### config.mk
export PLATFORM = sky130hd
export DESIGN_NAME = crc_checked_record_ring_selector
export DESIGN_NICKNAME = d
export VERILOG_FILES = /design/src/design/ccrs_pkg.sv /design/src/design/crc_checked_record_ring_selector.sv /design/src/design/ccrs_crc16.sv
export SDC_FILE = /design/constraint.sdc
export NUM_CORES = 1
export LEC_CHECK = 0
export BUFFER_PORTS_ARGS = -buffer_cell sky130_fd_sc_hd__buf_2
export CAP_MARGIN = 40
export CORE_UTILIZATION = 50
export DETAILED_ROUTE_END_ITERATION = 8
export MAX_ROUTING_LAYER = met4
export PLACE_DENSITY_LB_ADDON = 0.15
export SYNTH_ARGS = -nofsm -noshare
export SYNTH_HDL_FRONTEND = slang
export SYNTH_HIERARCHICAL = 1
export SYNTH_SLANG_ARGS = --single-unit
### constraint.sdc
create_clock -name clock -period 21.9 [get_ports clock]
set_input_delay 4.38 -clock clock [delete_from_list [all_inputs] [get_ports clock]]
set_output_delay 4.38 -clock clock [all_outputs]
set_load 0.1 [all_outputs]
### src/design/ccrs_pkg.sv
// Types and constants shared by the record ring selector and its CRC unit.
// No dependencies.
`timescale 1ns / 1ps

package ccrs_pkg;

   // Operation codes carried in the request opcode field.
   localparam logic [1:0] OP_SCAN  = 2'd0;
   localparam logic [1:0] OP_WRITE = 2'd1;
   localparam logic [1:0] OP_READ  = 2'd2;

   // Result status codes.
   localparam logic [1:0] ST_OK      = 2'd0;
   localparam logic [1:0] ST_NONE    = 2'd1;
   localparam logic [1:0] ST_WRITE   = 2'd2;
   localparam logic [1:0] ST_IGNORED = 2'd3;

   // CRC-16/CCITT-FALSE.
   localparam logic [15:0] CRC_POLY = 16'h1021;
   localparam logic [15:0] CRC_INIT = 16'hFFFF;

   localparam logic [7:0] VALID_CODE_RESET = 8'd1;

   typedef struct packed {
      logic [1:0]  opcode;
      logic [2:0]  slot_index;
      logic [7:0]  record_state;
      logic [31:0] record_seq;
      logic [15:0] value_zero;
      logic [15:0] value_one;
      logic [15:0] value_two;
      logic [15:0] value_three;
      logic [15:0] stored_check;
   } req_type;

   typedef struct packed {
      logic [1:0]  status;
      logic        holds_valid;
      logic [2:0]  current_slot;
      logic [31:0] current_seq;
      logic [15:0] out_value_zero;
      logic [15:0] out_value_one;
      logic [15:0] out_value_two;
      logic [15:0] out_value_three;
      logic [2:0]  target_slot;
      logic [31:0] target_seq;
      logic [15:0] target_check;
   } rsp_type;

endpackage

### src/design/crc_checked_record_ring_selector.sv
// Top level of the CRC-checked record ring selector.
// Depends on ccrs_pkg and ccrs_crc16.
`timescale 1ns / 1ps

// The block tracks the newest valid record in a ring of SLOT_COUNT storage slots.
// Each transaction is started by raising start while busy is low; busy never rises,
// so one transaction can be started in every clock cycle. A transaction is taken
// into an input register at the accepting edge and judged in one pass of
// combinational logic (one CRC unit, a sequence subtract and a value compare). Its
// result is registered at the next clock edge, so it sits on rsp_data, marked by
// rsp_strobe, for exactly one cycle and is taken by the receiver in that
// cycle. The receiver cannot stall, so every result must be captured in that
// cycle. Results come out in the order the transactions went in, one per
// transaction. The held record is updated at the same edge that registers the
// result, so the following transaction already sees it. A scan of slot 0 discards
// the held record before the scanned one is judged. The valid state code is written
// through the csr channel, which is always ready; write it only while no
// transaction is in flight.

module crc_checked_record_ring_selector
   import ccrs_pkg::*;
#(
   parameter int unsigned SLOT_COUNT = 8
)
(
   input  logic    clock,
   input  logic    reset,
   input  logic    start,
   output logic    busy,
   input  req_type req_data,
   output logic    rsp_strobe,
   output rsp_type rsp_data,
   input  logic    csr_valid,
   output logic    csr_ready,
   input  logic [7:0] csr_data
);

   // Configuration register.
   logic [7:0] vsc_ff, vsc_in;

   // Input stage.
   req_type req_ff;
   logic    req_valid_ff, req_valid_in;

   // Held record.
   logic             has_ff, has_in;
   logic [2:0]       nslot_ff, nslot_in;
   logic [31:0]      nseq_ff, nseq_in;
   logic [3:0][15:0] nval_ff, nval_in;

   // Result stage.
   rsp_type rsp_ff, rsp_in;
   logic    rsp_valid_ff;

   // Datapath.
   logic [3:0][15:0] req_vals;
   logic             is_scan, clr;
   logic             eff_has;
   logic [31:0]      eff_seq;
   logic [31:0]      seq_diff;
   logic             newer, in_ring, take;
   logic             same;
   logic [3:0]       slot_inc;
   logic [2:0]       tslot;
   logic [31:0]      tseq;
   logic [31:0]      crc_seq;
   logic [15:0]      crc_out;

   assign busy      = 1'b0;
   assign csr_ready = 1'b1;

   assign vsc_in       = (csr_valid && csr_ready) ? csr_data : vsc_ff;
   assign req_valid_in = start && !busy;

   assign req_vals = {req_ff.value_three, req_ff.value_two,
                      req_ff.value_one, req_ff.value_zero};

   // Scan judgement. A scan of slot 0 sees an empty holder.
   assign is_scan  = (req_ff.opcode == OP_SCAN);
   assign clr      = is_scan && (req_ff.slot_index == 3'd0);
   assign eff_has  = clr ? 1'b0 : has_ff;
   assign eff_seq  = clr ? 32'd0 : nseq_ff;
   assign seq_diff = req_ff.record_seq - eff_seq;
   assign newer    = (seq_diff != 32'd0) && !seq_diff[31];
   assign in_ring  = ({4'd0, req_ff.slot_index} < 7'(SLOT_COUNT));
   assign take     = is_scan && in_ring && (req_ff.record_state == vsc_ff) &&
                     (crc_out == req_ff.stored_check) && (!eff_has || newer);

   // Write request: next slot round the ring and the following sequence number.
   assign same     = has_ff && (req_vals == nval_ff);
   assign slot_inc = {1'b0, nslot_ff} + 4'd1;
   assign tslot    = has_ff ? ((7'(slot_inc) == 7'(SLOT_COUNT)) ? 3'd0 : slot_inc[2:0])
                            : 3'd0;
   assign tseq     = has_ff ? (nseq_ff + 32'd1) : 32'd1;

   // One CRC unit serves both the scan check and the new record's check.
   assign crc_seq = is_scan ? req_ff.record_seq : tseq;

   ccrs_crc16 u_crc (
      .seq    (crc_seq),
      .values (req_vals),
      .check  (crc_out)
   );

   // Next held record.
   always_comb begin
      has_in   = has_ff;
      nslot_in = nslot_ff;
      nseq_in  = nseq_ff;
      nval_in  = nval_ff;
      if (req_valid_ff) begin
         if (take) begin
            has_in   = 1'b1;
            nslot_in = req_ff.slot_index;
            nseq_in  = req_ff.record_seq;
            nval_in  = req_vals;
         end else if (clr) begin
            has_in   = 1'b0;
            nslot_in = 3'd0;
            nseq_in  = 32'd0;
            nval_in  = '0;
         end
      end
   end

   // Result word, showing the held record as it stands after this transaction.
   always_comb begin
      rsp_in                 = '0;
      rsp_in.holds_valid     = has_in;
      rsp_in.current_slot    = has_in ? nslot_in : 3'd0;
      rsp_in.current_seq     = has_in ? nseq_in : 32'd0;
      rsp_in.out_value_zero  = has_in ? nval_in[0] : 16'd0;
      rsp_in.out_value_one   = has_in ? nval_in[1] : 16'd0;
      rsp_in.out_value_two   = has_in ? nval_in[2] : 16'd0;
      rsp_in.out_value_three = has_in ? nval_in[3] : 16'd0;
      case (req_ff.opcode)
         OP_SCAN: begin
            rsp_in.status = take ? ST_OK : ST_IGNORED;
         end
         OP_WRITE: begin
            if (same) begin
               rsp_in.status = ST_OK;
            end else begin
               rsp_in.status       = ST_WRITE;
               rsp_in.target_slot  = tslot;
               rsp_in.target_seq   = tseq;
               rsp_in.target_check = crc_out;
            end
         end
         OP_READ: begin
            rsp_in.status = has_ff ? ST_OK : ST_NONE;
         end
         default: begin
            rsp_in.status = ST_IGNORED;
         end
      endcase
   end

   // Control and state registers.
   always_ff @(posedge clock) begin
      if (reset) begin
         vsc_ff       <= VALID_CODE_RESET;
         req_valid_ff <= 1'b0;
         rsp_valid_ff <= 1'b0;
         has_ff       <= 1'b0;
         nslot_ff     <= 3'd0;
         nseq_ff      <= 32'd0;
         nval_ff      <= '0;
      end else begin
         vsc_ff       <= vsc_in;
         req_valid_ff <= req_valid_in;
         rsp_valid_ff <= req_valid_ff;
         has_ff       <= has_in;
         nslot_ff     <= nslot_in;
         nseq_ff      <= nseq_in;
         nval_ff      <= nval_in;
      end
   end

   // Payload registers.
   always_ff @(posedge clock) begin
      if (req_valid_in) begin
         req_ff <= req_data;
      end
      if (req_valid_ff) begin
         rsp_ff <= rsp_in;
      end
   end

   assign rsp_strobe = rsp_valid_ff;
   assign rsp_data   = rsp_ff;

   // Every accepted transaction produces its result once its input and result registers are loaded.
   a_result_follows: assert property (@(posedge clock) disable iff (reset)
      (start && !busy) |=> ##1 rsp_strobe)
      else $error("accepted transaction produced no result");

   // An empty holder reports zero for the current record.
   a_empty_zero: assert property (@(posedge clock) disable iff (reset)
      (rsp_strobe && !rsp_data.holds_valid) |->
         (rsp_data.current_seq == 32'd0 && rsp_data.current_slot == 3'd0))
      else $error("empty holder reported a current record");

   // Target fields are only filled when a write is needed.
   a_target_only_on_write: assert property (@(posedge clock) disable iff (reset)
      (rsp_strobe && rsp_data.status != ST_WRITE) |->
         (rsp_data.target_seq == 32'd0 && rsp_data.target_check == 16'd0))
      else $error("target fields set without write needed");

   // No valid record is reported only while nothing is held.
   a_none_means_empty: assert property (@(posedge clock) disable iff (reset)
      (rsp_strobe && rsp_data.status == ST_NONE) |-> !rsp_data.holds_valid)
      else $error("no valid record reported while a record is held");

endmodule

### src/design/ccrs_crc16.sv
// Combinational CRC-16/CCITT-FALSE over a record: big-endian sequence, then four values.
// Depends on ccrs_pkg for the polynomial and initial value.
`timescale 1ns / 1ps

module ccrs_crc16
   import ccrs_pkg::*;
(
   input  logic [31:0]      seq,
   input  logic [3:0][15:0] values,
   output logic [15:0]      check
);

   logic [95:0] msg;
   logic [15:0] crc;
   logic        fb;

   // Most significant bit first, which matches the byte-wise definition.
   assign msg = {seq, values[0], values[1], values[2], values[3]};

   always_comb begin
      crc = CRC_INIT;
      fb  = 1'b0;
      for (int i = 95; i >= 0; i--) begin
         fb  = crc[15] ^ msg[i];
         crc = {crc[14:0], 1'b0} ^ (fb ? CRC_POLY : 16'h0000);
      end
   end

   assign check = crc;

endmodule

; Yosys cells after proc, flatten, opt, wreduce, memory -nomap -nowiden
; Index checks and enable logic that the tools add are counted.
[classes]
n_eq_ne = 6
n_bitwise = 193
n_reduce_logical = 14
muxes = 114
add_sub_neg = 3
[ops]
columns = op, count
row1 = 16-bit bitwise XOR, 95
row2 = 13-bit 2-to-1 mux, 96
row3 = 64-bit 2-to-1 mux, 3
row4 = 32-bit 2-to-1 mux, 5
row5 = 1-bit bitwise XOR, 95
row6 = 64-bit == test, 1
row7 = 32-bit by 1-bit adder with 32-bit output (second input constant), 1
row8 = 32-bit nonzero test, 1
row9 = 32-bit subtractor, 1
row10 = 16-bit == test, 1
row11 = 15-bit inverter, 1
row12 = 3-bit 2-to-1 mux, 3
row13 = 8-bit == test, 1
row14 = 1-bit logical AND, 6
row15 = 2-bit case mux with 3 select lines, 1
row16 = 3-bit by 1-bit adder with 4-bit output (second input constant), 1
row17 = 4-bit == test (second input constant), 1
row18 = 1-bit 2-to-1 mux, 4
row19 = 2-bit 2-to-1 mux, 2
row20 = 4-bit OR reduction, 1
row21 = 3-bit zero test, 1
row22 = 2-bit by 1-bit == test with 1-bit output (second input constant), 1
row23 = 2-bit == test (second input constant), 1
row24 = 1-bit zero test, 2
row25 = other kinds (4), 5
[word_totals]
in_bits = 137
register_bits = 388
elab_cells = 360
output_inout_bits = 156

; Logic depth before layout (Yosys ltp)
[logic_depth]
depth_word = 295
ltp_mapped = 36
ltp_nobuf = 31

; By module
; The synthesis kept the hierarchy.
[modules_own_cells]
columns = module, seq_area_each_um2, cells_per_inst, n_inst, area_each_um2
row1 = crc_checked_record_ring_selector, 10550.1, 1444, 1, 17599.4
row2 = ccrs_crc16, 0.0, 273, 1, 4006.3

; Least setup slack after synthesis
; Ideal clock, no wire load.
[synth_path]
kind = register to register
from = register nseq_ff[3]
to = register rsp_ff, in the netlist rsp_data[142] (data pin)
synth_period_minus_slack_ns = 9.047
path_slack_ns = 12.853
path_stages_with_launch = 30
t_arrival_ns = 8.916
setup_time_ns = 0.131
required_ns = 21.769
cell_sequence = dfxtp_1 > clkbuf_1 > and3_1 > and3_1 > nand3_1 > nor4_1 > and3_1 > nand3_1 > xor2_1 > o21ai_0 > xor3_2 > xnor3_2 > xor3_2 > xor2_1 > xor3_1 > xnor2_1 > xnor3_1 > xnor2_2 > xor3_2 > xnor2_2 > xnor3_1 > xor2_1 > nor4_1 > nand3_1 > nor4_1 > nand2_1 > nor3_4 > buf_2 > buf_2 > a22o_1
[synth_between]
word_cells_on_any_way = 303
[synth_rtl]
columns = item, line_no
row1 = from (decl), crc_checked_record_ring_selector.sv:48  ; logic [31:0] nseq_ff, nseq_in;
row2 = from (signal assigned), crc_checked_record_ring_selector.sv:175  ; nseq_ff <= nseq_in;
row3 = 32-bit by 1-bit adder with 32-bit output *, crc_checked_record_ring_selector.sv:94  ; assign tseq = has_ff ? (nseq_ff + 32'd1) : 32'd1;
row4 = 32-bit 2-to-1 mux *, crc_checked_record_ring_selector.sv:94
row5 = 32-bit 2-to-1 mux *, crc_checked_record_ring_selector.sv:97  ; assign crc_seq = is_scan ? req_ff.record_seq : tseq;
row6 = net crc_seq[29], crc_checked_record_ring_selector.sv:66  ; logic [31:0] crc_seq;
row7 = 1-bit bitwise XOR *, ccrs_crc16.sv:24  ; fb = crc[15] ^ msg[i];
row8 = 13-bit 2-to-1 mux *, ccrs_crc16.sv:25  ; crc = {crc[14:0], 1'b0} ^ (fb ? CRC_POLY : 16'h0000);
row9 = 16-bit bitwise XOR * (4 in series), ccrs_crc16.sv:25
row10 = 1-bit bitwise XOR / 16-bit bitwise XOR (equally long branches), "ccrs_crc16.sv:24, ccrs_crc16.sv:25"
row11 = (+116 left out), n/a
row12 = 13-bit 2-to-1 mux (tied with other cells), ccrs_crc16.sv:25
row13 = 16-bit bitwise XOR * (8 in series), ccrs_crc16.sv:25
row14 = net crc_out[12], crc_checked_record_ring_selector.sv:67  ; logic [15:0] crc_out;
row15 = 16-bit == test *, crc_checked_record_ring_selector.sv:87  ; (crc_out == req_ff.stored_check) && (!eff_has || newer);
row16 = 1-bit logical AND *, crc_checked_record_ring_selector.sv:86  ; assign take = is_scan && in_ring && (req_ff.record_state == vsc_ff) &&
row17 = 1-bit logical AND *, crc_checked_record_ring_selector.sv:87
row18 = 32-bit 2-to-1 mux / 1-bit 2-to-1 mux (equally long branches), crc_checked_record_ring_selector.sv:112  ; if (take) begin
row19 = 32-bit 2-to-1 mux / 1-bit 2-to-1 mux (equally long branches), crc_checked_record_ring_selector.sv:111  ; if (req_valid_ff) begin
row20 = to (signal assigned), crc_checked_record_ring_selector.sv:186  ; rsp_ff <= rsp_in;
row21 = to (decl), crc_checked_record_ring_selector.sv:52  ; rsp_type rsp_ff, rsp_in;
; Mark *: on every way through the listed nets, which the timed path passes. The rest lies on a longest branch.
; A chain may end at the register's enable or synchronous reset.

; Final worst setup path
[layout_path]
from = register nseq_ff[3]
to = register nval_ff[30] in the netlist's numbering
[layout_between]
word_cells_on_any_way = 301
[layout_rtl]
columns = item, line_no
row1 = 32-bit by 1-bit adder with 32-bit output *, crc_checked_record_ring_selector.sv:94
row2 = 32-bit 2-to-1 mux *, crc_checked_record_ring_selector.sv:94
row3 = 32-bit 2-to-1 mux *, crc_checked_record_ring_selector.sv:97
row4 = net crc_seq[29], crc_checked_record_ring_selector.sv:66
row5 = 1-bit bitwise XOR *, ccrs_crc16.sv:24
row6 = 13-bit 2-to-1 mux *, ccrs_crc16.sv:25
row7 = 16-bit bitwise XOR * (4 in series), ccrs_crc16.sv:25
row8 = 1-bit bitwise XOR, ccrs_crc16.sv:24
row9 = (+132 left out), n/a
row10 = 13-bit 2-to-1 mux, ccrs_crc16.sv:25
row11 = 16-bit bitwise XOR * (2 in series), ccrs_crc16.sv:25
row12 = net crc_out[13], crc_checked_record_ring_selector.sv:67
row13 = 16-bit == test *, crc_checked_record_ring_selector.sv:87
row14 = 1-bit logical AND *, crc_checked_record_ring_selector.sv:86
row15 = 1-bit logical AND *, crc_checked_record_ring_selector.sv:87
row16 = 64-bit 2-to-1 mux *, crc_checked_record_ring_selector.sv:112
row17 = 64-bit 2-to-1 mux *, crc_checked_record_ring_selector.sv:111
row18 = to (signal assigned), crc_checked_record_ring_selector.sv:176  ; nval_ff <= nval_in;
row19 = to (decl), crc_checked_record_ring_selector.sv:49  ; logic [3:0][15:0] nval_ff, nval_in;
; Marked as above.

==> results.cfg <==
[sta]
setup_violations = 0
max_freq_ghz = 0.0874
finalHoldViolations = 0
worst_pin_slew_ns = 0.936
rsz0062_at_grt = no
slew_headroom_pct = 36.9
period_share_pct = 52.2
finalSetupTns_ns = 0
final_max_slew_viol_count = 0
period_minus_slack_ns = 11.44
fin_skew_ns = 0.0286

[yosys]
synth_common_cells = edfxtp_1 (278), a22o_1 (199), xnor2_1 (166)
synth_flop_cell = edfxtp_1
syn_area_per_cell_um2 = 12.6
yosysWarnings = 6
ys_seq_area_share_pct = 48.8
yosys.area.top_type = edfxtp_1
syn_inst = 1717
synth-seq-cells = 388
synth.most_common_cell = edfxtp_1
synth_top_area_share_pct = 38.6
synth_area_leaders = edfxtp_1 (39%), dfxtp_1 (10%), a22o_1 (8.1%)
syn_nets = 1888
post_synth_num_cell_types = 81
synthArstFlopShare_pct = 0
synth_edf_count = 278
netlist_area_mm2 = 0.0216

[critical_path]
regToRegSetupSlack_ns = 10.46
cp.required_ns = 22.39
r2r_start = nseq_ff[3]$_SDFF_PP0_
slowest_stage = nor4_1
arrival_ns = 11.92
cp-end-kind = register
cp-start-kind = register
worstRegToRegCells = 29
worst-path-max-fanout = 62
r2r_end = nval_ff[30]$_SDFF_PP0_
cp_slowest_stage_delay_ns = 0.80
path_class = reg -> reg

[floorplan]
start_util_pct = 51.1
io_pins = 293
die_y_um = 210
row_count = 75
die-area_mm2 = 0.0440
die_x_um = 210
core_area_mm2 = 0.0423

[routing]
ant_nets = 0
drc_errors = 0
routed_via_density = 5.79
vias = 15000
drt_pass1_iterations = 5
drt_iter0_drc = 1325
avgRoutedWirePerCell_um = 23.8
routed_wl_um = 61700

[global_routing]
grt_pass1_vias = 14800
grt_max_degree = 66
grt_pass1_wl_um = 92400
antenna_found_initial = 0
overflow = 0
track_usage_pct = 28.9

[place]
routabilityCongestion = 0.955
portBuffers = 290
dp_hpwl_um = 46800

[finish]
antennaDiodeCount = 0
drive_above_1_share_pct = 21.0
synthToLayoutAreaGrowth_pct = 15.5
nFillCells = 3527
layout.nets = 2158

[clocking]
clk_pin_slew_worst_paths_ns = 0.06
cts_resized = 0
hold_buffers = 0
post_cts_buffers = 0
clock_latency_ns = 0.57
h-tree-depth = 2
clk_path_buf_depth = 3
numCtsBuffers = 42
cts_tree = built
cts_root_buffer = clkbuf_16
cts.sinks = 388

[flow_run]
cap_violations = 0

[hold_path]
hp-class = reg -> reg
min-delay-start = vsc_ff[0]$_SDFFE_PP1P_
min_to = vsc_ff[0]$_SDFFE_PP1P_
holdPathStages = 2

[run_status]
status = finished, final reports clean
[kinds of logic (layout without fill, tap and decap cells)]
| logic type | after synthesis | in the layout | share of synthesized area (%) |
|---|---|---|---|
| and+or+nand+nor | 385 | 385 | 8.73 |
| buffers and inverters | 107 | 410 | 2.32 |
| DFF | 388 | 388 | 48.8 |
| other | 2 | 2 | 0.0348 |
| AOI/OAI and AO/OA | 386 | 386 | 13.7 |
| xor gates and xnor gates | 403 | 403 | 23.9 |
| adders and majority gates | 34 | 34 | 2.00 |
| muxes | 12 | 12 | 0.556 |
[flip-flops by register name, indices dropped and copies added, names as in the netlist]
register      cells
rsp_strobe        1
nslot_ff          3
has_ff            1
req_ff          125
nval_ff          64
nseq_ff          32
rsp_data        153
req_valid_ff      1
vsc_ff            8
[stage by stage]
stage	setup WS [ns]	cell area (um^2)	hold slack (ns)	util (%)	std cells
final	10.46	25000	0.513	59.0	2597
after global placement	10.73	23500	0.485	55.4	2507
after CTS	10.37	25000	0.515	59.0	2596
after global routing	9.75	25000	0.527	59.0	2597
after detailed placement	10.50	23600	0.491	55.7	2519
after floorplan	12.85	21600	0.462	-	1717
[worst max-delay path, delay by kind of cell (launching register included)]
family,cells,cell delay (ns)
AOI/OAI and AO/OA,2,0.71
xor gates and xnor gates,13,5.09
buffers and inverters,2,1.16
DFF,1,0.45
and+or+nand+nor,12,3.82
[layer usage]
layer / up-vias / track usage (%) / share of wire, %
met4: 0 / 6.85 / 1.9
met3: 68 / 4.01 / 6.3
met5: - / - / 0
met1: 7429 / 41.9 / 46
met2: 576 / 43.1 / 45
li1: 6955 / - / -
[worst max path at each step]
stage	from	cells past startpoint	slack, ns	end
2_1_floorplan	nseq_ff[3]$_SDFF_PP0_	29	12.85	rsp_data[142]$_SDFFCE_PN0P_
3_3_place_gp	nseq_ff[3]$_SDFF_PP0_	31	10.73	nval_ff[30]$_SDFF_PP0_
3_5_place_dp	nseq_ff[3]$_SDFF_PP0_	31	10.50	nval_ff[18]$_SDFF_PP0_
4_1_cts	nseq_ff[3]$_SDFF_PP0_	31	10.37	nval_ff[18]$_SDFF_PP0_
5_1_grt	nseq_ff[3]$_SDFF_PP0_	29	9.75	nval_ff[2]$_SDFF_PP0_
6_report	nseq_ff[3]$_SDFF_PP0_	29	10.46	nval_ff[30]$_SDFF_PP0_
[cells in the final DEF (no fill, tap or decap), types with 15 or more instances in the layout]
cell       instances
a22o_1           199
xor2_1           120
nor3_1            20
dfxtp_1          109
nor4_1            22
xor3_1            19
clkbuf_16         43
nand3_1           27
buf_4             15
ha_1              33
and2_1            24
nand4_1           32
nor2_1            69
buf_2            298
xnor3_1           69
edfxtp_1         278
nand2_1          139
a21oi_1           38
o21ai_0           59
inv_1             16
xnor2_1          166
[final cells by class]
class | count | area [um^2] | share of cell area, %
Multi-Input combinational cell | 1222 | 10600 | 42.3
Sequential cell | 388 | 10600 | 42.3
Timing Repair Buffer | 317 | 1680 | 6.75
Clock buffer | 62 | 1200 | 4.80
Tap cell | 577 | 722 | 2.89
Clock inverter | 15 | 185 | 0.742
Inverter | 16 | 60.1 | 0.241
Power is not shown: default switching activity piles up to over one toggle a cycle in this logic, so the estimate is an artifact.
